$ cat src/hdl/lpwf_pkg.sv
`timescale 1ns / 1ps
package lpwf_pkg;
	localparam int MAX_POINTS_DEF = 1024;
	localparam int COORD_BITS_DEF = 24;
	localparam int LA_BITS = 17;
	localparam int IDX_OUT_BITS = 10;
	localparam logic [LA_BITS-1:0] LA_RESET = 17'd3000;

	typedef enum logic [1:0] {
		ACT_CLEAR  = 2'd0,
		ACT_APPEND = 2'd1,
		ACT_QUERY  = 2'd2,
		ACT_NONE   = 2'd3
	} action_t;

	typedef enum logic [3:0] {
		ST_IDLE,
		ST_N_RD,
		ST_N_DIFF,
		ST_N_SQ,
		ST_N_CMP,
		ST_W_RD0,
		ST_W_RD1,
		ST_W_DIFF,
		ST_W_SQ,
		ST_W_SUMSQ,
		ST_W_SQRT,
		ST_W_ACC,
		ST_OUT
	} state_t;

	typedef struct packed {
		logic start;
		logic busy;
	} sqrt_ctl_t;
endpackage

$ cat src/hdl/lpwf_sqrt.sv
`timescale 1ns / 1ps
module lpwf_sqrt import lpwf_pkg::*; #(
	parameter int IN_BITS = 50
) (
	input  logic                 clk,
	input  logic                 arst_n,
	input  logic                 start,
	input  logic [IN_BITS-1:0]   radicand,
	output sqrt_ctl_t            ctl,
	output logic [IN_BITS/2:0]   root
);
	localparam int RB = IN_BITS / 2 + 1;
	localparam int NB = 2 * RB;
	localparam int CB = $clog2(RB + 1);

	logic [NB-1:0] rem_q;
	logic [NB-1:0] num_q;
	logic [RB-1:0] res_q;
	logic [CB-1:0] cnt_q;
	logic          busy_q;
	logic [NB-1:0] trial;
	logic [NB-1:0] rem_sh;

	assign rem_sh = {rem_q[NB-3:0], num_q[NB-1:NB-2]};
	assign trial  = {{(NB-RB-2){1'b0}}, res_q, 2'b01};

	always_ff @(posedge clk or negedge arst_n) begin
		if (!arst_n) begin
			busy_q <= 1'b0;
			cnt_q  <= '0;
		end else if (start) begin
			busy_q <= 1'b1;
			cnt_q  <= CB'(RB);
		end else if (busy_q) begin
			cnt_q <= cnt_q - 1'b1;
			if (cnt_q == CB'(1)) busy_q <= 1'b0;
		end
	end

	always_ff @(posedge clk) begin
		if (start) begin
			rem_q <= '0;
			num_q <= NB'(radicand);
			res_q <= '0;
		end else if (busy_q) begin
			num_q <= num_q << 2;
			if (rem_sh >= trial) begin
				rem_q <= rem_sh - trial;
				res_q <= {res_q[RB-2:0], 1'b1};
			end else begin
				rem_q <= rem_sh;
				res_q <= {res_q[RB-2:0], 1'b0};
			end
		end
	end

	assign ctl.start = start;
	assign ctl.busy  = busy_q;
	assign root      = res_q;
endmodule

$ cat config.mk
export PLATFORM = sky130hd
export DESIGN_NAME = lpwf_sqrt
export DESIGN_NICKNAME = d
export VERILOG_FILES = /design/src/hdl/lpwf_pkg.sv /design/src/hdl/lpwf_sqrt.sv
export SDC_FILE = /design/constraint.sdc
export NUM_CORES = 1
export LEC_CHECK = 0
export BUFFER_PORTS_ARGS = -buffer_cell sky130_fd_sc_hd__buf_4
export CAP_MARGIN = 20
export CORE_ASPECT_RATIO = 0.75
export CORE_MARGIN = 2
export CORE_UTILIZATION = 40
export CTS_CLUSTER_SIZE = 20
export DETAILED_ROUTE_END_ITERATION = 7
export HOLD_SLACK_MARGIN = 0.15
export PLACE_DENSITY = 0.57
export REMOVE_ABC_BUFFERS = 1
export SLEW_MARGIN = 20
export SYNTH_ARGS = -nofsm -noshare
export SYNTH_HDL_FRONTEND = slang
export SYNTH_SLANG_ARGS = --single-unit
export TNS_END_PERCENT = 5
$ cat constraint.sdc
create_clock -name clk -period 5.7 [get_ports clk]
set_clock_uncertainty 0.1 [all_clocks]
set_input_delay 0.855 -clock clk [delete_from_list [all_inputs] [get_ports clk]]
set_output_delay 0.855 -clock clk [all_outputs]
set_load 0.01 [all_outputs]
==> After elaboration in Yosys (flattened, before gate mapping) <==
Index checks and enable logic that the tools add are counted.
W data, S select, Z words.
{ "op_classes": {"add_sub_neg": 2, "magnitude_cmp": 1, "eq_ne": 1, "n_mux": 9, "n_reduce_logical": 1} }
{ "ops": {"columns": ["operator", "n"], "rows": [
  ["$mux W50", 3],
  ["$ge A52 B28 Y1", 1],
  ["$sub A50 B28 Y50", 1],
  ["$mux W5", 2],
  ["$eq A5 B1 Y1 const B", 1],
  ["$sub A5 B1 Y5 const B", 1],
  ["$mux W1", 4],
  ["$reduce_bool A2 Y1", 1]
]} }
{ "totals": {"ff_bits": 134, "output_inout_bits": 28, "elab_cells": 20} }

==> Depth between registers and ports, before layout <==
{ "depth": {"depth_word": 4, "depth_mapped": 13, "ltp_nobuf": 10} }

==> Least setup slack after synthesis <==
OpenSTA, ideal clock, no wires.
{ "synth_path": {"path_kind": "register to register", "startpoint": "register res_q[5] (netlist: root[5])", "endpoint": "register rem_q[35]", "setup_time_ns": 0.091, "t_arrival_ns": 3.010, "required_ns": 5.509, "path_slack_ns": 2.499, "stages_incl_launch_ff": 11, "path_buffers": 0, "cell_sequence": "dfxtp_1 > inv_1 > ha_1 > nand4_1 > nor3_2 > a221oi_2 > o311a_4 > a211oi_4 > o211ai_2 > or4_1 > a311oi_1"} }
{ "synth_between": {"elab_chain_cells": 2, "word_cells_on_any_way": 3, "classes_between": "add/sub: 1; order compare: 1; mux: 1"} }
{ "synth_rtl": {"columns": ["item", "line", "text"], "rows": [
  ["start, declared", "lpwf_sqrt.sv:18", "logic [RB-1:0] res_q;"],
  ["start signal, assigned", "lpwf_sqrt.sv:49", "res_q <= {res_q[RB-2:0], 1'b1};"],
  ["start signal, assigned", "lpwf_sqrt.sv:52", "res_q <= {res_q[RB-2:0], 1'b0};"],
  ["$sub A50 B28 Y50 or $ge A52 B28 Y1 (tied branches)", "lpwf_sqrt.sv:48, lpwf_sqrt.sv:47", null],
  ["$mux W50 (*)", "lpwf_sqrt.sv:47", "if (rem_sh >= trial) begin"],
  ["end signal, assigned", "lpwf_sqrt.sv:48", "rem_q <= rem_sh - trial;"],
  ["end signal, assigned", "lpwf_sqrt.sv:51", "rem_q <= rem_sh;"],
  ["end, declared", "lpwf_sqrt.sv:16", "logic [NB-1:0] rem_q;"]
]} }
Every way passes the cells marked *; elsewhere a longest branch is shown, timed or not.
A chain may end at the register's enable or synchronous reset.

==> Final worst setup path <==
{ "layout_path": {"startpoint": "register res_q[8] (netlist: root[8])", "endpoint": "register rem_q[39]"} }
Same word-level chain as after synthesis.

==> results.ini <==
[run_status]
status = finished clean

[global_route]
grt.total_usage_pct = 18.2
grt_pass1_wl_um = 29300
antenna_found_initial = 0
grt_pass1_vias = 5772
grt_overflow_total = 0
grt_max_degree = 76

[floorplanning]
core_um2 = 18600
io_pins = 81
die_w_um = 163
die_area_um2 = 20100
initial_utilization_pct = 40.9
rows = 43
die_h_um = 123

[pwr]
peakVddDrop_mv = 0.214
pwr-share-comb_pct = 47.6
swShare_pct = 42.1
seq_power_share_pct = 29.8
clockPowerShare_pct = 22.6
p_per_area_nw_per_um2 = 521
p_sw_mw = 1.97
static-leakage-power_nw = 3.72
p_int_mw = 2.70

[finish]
final-instance-count-excl-fill = 1124
finalInstanceArea_um2 = 8960
antenna_cells = 0
post-route-util_pct = 48.3
area_growth_pct = 17.9
layout-drive-gt1-share_pct = 20.6
nets = 947

[clocking]
clkSinkCount = 134
numCtsBuffers = 17
clk_latency_ns = 0.43
cts-root-buf = clkbuf_16
cts_tree = yes
clock_path_buffers = 2
ctsResizeCount = 0
htree_levels = 4
clk_pin_slew_ns = 0.07
post_cts_buffers = 0

[timing]
drv_slew = 0
whs_ns = 0.400
finalSetupViolCount = 0
rsz0062_at_grt = false
max_clock_freq_mhz = 256
fin_crit_ns = 3.91
slew_headroom_pct = 40.7
tns_ns = 0
tightest_slew_ns = 0.888
hold_violations = 0
timing.final.crit_share_pct = 68.6

[placed_design]
place_inst = 1090
place.gp.congestion = 0.918
numPortBuffers = 80
hpwlAfterDp_um = 12400
placed_area_um2 = 8360

[route]
ant_nets = 0
drt_iter0_drc = 519
first_pass_iters = 5
wl_met1_um = 9070
viasPerCell = 5.55
wl_met2_um = 7710
wl_per_cell_um = 16.0
highest_layer = met4
drc_errors = 0
dr_wl_met3_um = 979
via_count = 6233
wl_um = 18000

[critical_path]
worstSetupEndpointType = register
crit_arrival_ns = 4.11
slowest_delay_ns = 0.72
cpMaxStageDelayCell = a211oi_4
path_max_fanout = 16
path_cells = inv_1 -> ha_1 -> nand4_1 -> nor3_2 -> a221oi_2 -> o311a_4 -> a211oi_4 -> o21ai_2 -> or3_1 -> a2111oi_1
crit_path_start_kind = register
crit_type = reg -> reg
required_ns = 5.90

[synthesis]
ys_top_cells_by_area = dfxtp_1 (21%), edfxtp_1 (20%), mux2_2 (7.1%), ha_1 (4.9%), nor2_1 (4.5%)
yosys.area_share.simple_pct = 17.1
synth_top_family_by_area = simple AND/OR/NAND/NOR gates
async_flop_share_pct = 4.48
syn_area_um2 = 7600
ys_dominant_reg_cell = dfxtp_1
synth_warnings = 0
synth_xor_area_share_pct = 3.34
synth-adder-area-share_pct = 4.94
yosysMostFrequentCell = nor2_1
yosys.area.top_type_share_pct = 20.6
muxShareOfSynthArea_pct = 11.2
syn_avg_cell_area_um2 = 9.47
yosysTopAreaCell = dfxtp_1
synth_compound_area_share_pct = 16.6
synth_cells = 802
synth-edff-count = 50
ys_seq_elements = 134
synth.top_cells.by_count = nor2_1 (92), dfxtp_1 (78), nand2_1 (69)
ys_seq_area_share_pct = 42.3
yosysUniqueCellTypes = 68

[job]
maxCapViolCount = 0

[hold_path]
hold_path_class = reg -> reg

-- critical path, delay by kind of cell (launching register included) --
| family | cells | cell delay (ns) |
|---|---|---|
| buffers and inverters | 1 | 0.07 |
| DFF | 1 | 0.39 |
| AOI/OAI and AO/OA | 5 | 1.92 |
| adders and majority gates | 1 | 0.38 |
| and+or+nand+nor | 3 | 0.91 |
-- metal layers --
layer / up-vias / GRT usage [%]
met2: 166 / 26.8
li1: 3064 / -
met1: 2977 / 26.5
met5: - / 0
met3: 26 / 4.16
met4: 0 / 5.64
-- cells in the final DEF (no fill, tap or decap), drive strengths merged, types with 17 or more instances in the layout --
master and count:
dfxtp 78, nor2 93, nand2 69, clkbuf 17, a211oi 18, edfxtp 50, a21oi 33, mux2i 31
buf 84, a311oi 30, o21ai 37, inv 52, ha 30, mux2 48, xnor2 20
-- registers in the layout, summed over array words and instances (netlist names) --
register	cells
busy_q	1
rem_q	50
cnt_q	5
root	26
num_q	52
-- power by group through the flow --
stage                     sequential [mW]  clock [mW]  combinational (mW)
final                                1.39        1.05                2.22
after global routing                 1.41        1.11                2.47
after CTS                            1.38        1.08                2.20
after detailed placement             1.40           0                2.18
after global placement               1.40           0                2.15
after floorplan                      1.33           0                1.71
-- timing repair --
item / CTS / global route
endpoints found under the setup margin: 0 / 0
endpoints found under the hold margin: 6 / 0
hold buffers: 1 / 0
-- through the flow --
step	power [mW]	setup WS [ns]
CTS	4.66	1.81
finish	4.66	1.79
global placement	3.55	1.93
detailed placement	3.58	1.83
global route	4.99	1.47
floorplan	3.04	1.02
-- cell families after synthesis --
kind of cell | Yosys count
compound gates | 175
xor+xnor | 29
simple gates | 268
buf+inv | 87
mux | 79
fa+ha+maj | 30
flops | 134
-- worst paths after layout --
check                                            start                     end  slack (ns)  cells past startpoint
max in group asynchronous                       arst_n        busy_q$_DFF_PN0_        4.70                      2
worst min-delay path            rem_q[25]$_SDFFE_PP0P_  rem_q[27]$_SDFFE_PP0P_        0.40                      2
min in group asynchronous                       arst_n    cnt_q[0]$_DFFE_PN0P_        0.67                      2
worst max register to register    root[8]$_SDFFE_PP0P_  rem_q[39]$_SDFFE_PP0P_        1.79                     10
worst min register to register  rem_q[25]$_SDFFE_PP0P_  rem_q[27]$_SDFFE_PP0P_        0.40                      2
worst max-delay path              root[8]$_SDFFE_PP0P_  rem_q[39]$_SDFFE_PP0P_        1.79                     10
-- cell type report --
type,instances,area (um^2)
fill,1750,9610
multi-input combinational,581,4050
sequential,134,3220
timing repair buffer,85,653
clock buffer,17,425
tap,247,309
inverter,45,169
clock inverter,15,136
(Power assumes the default switching activity.)
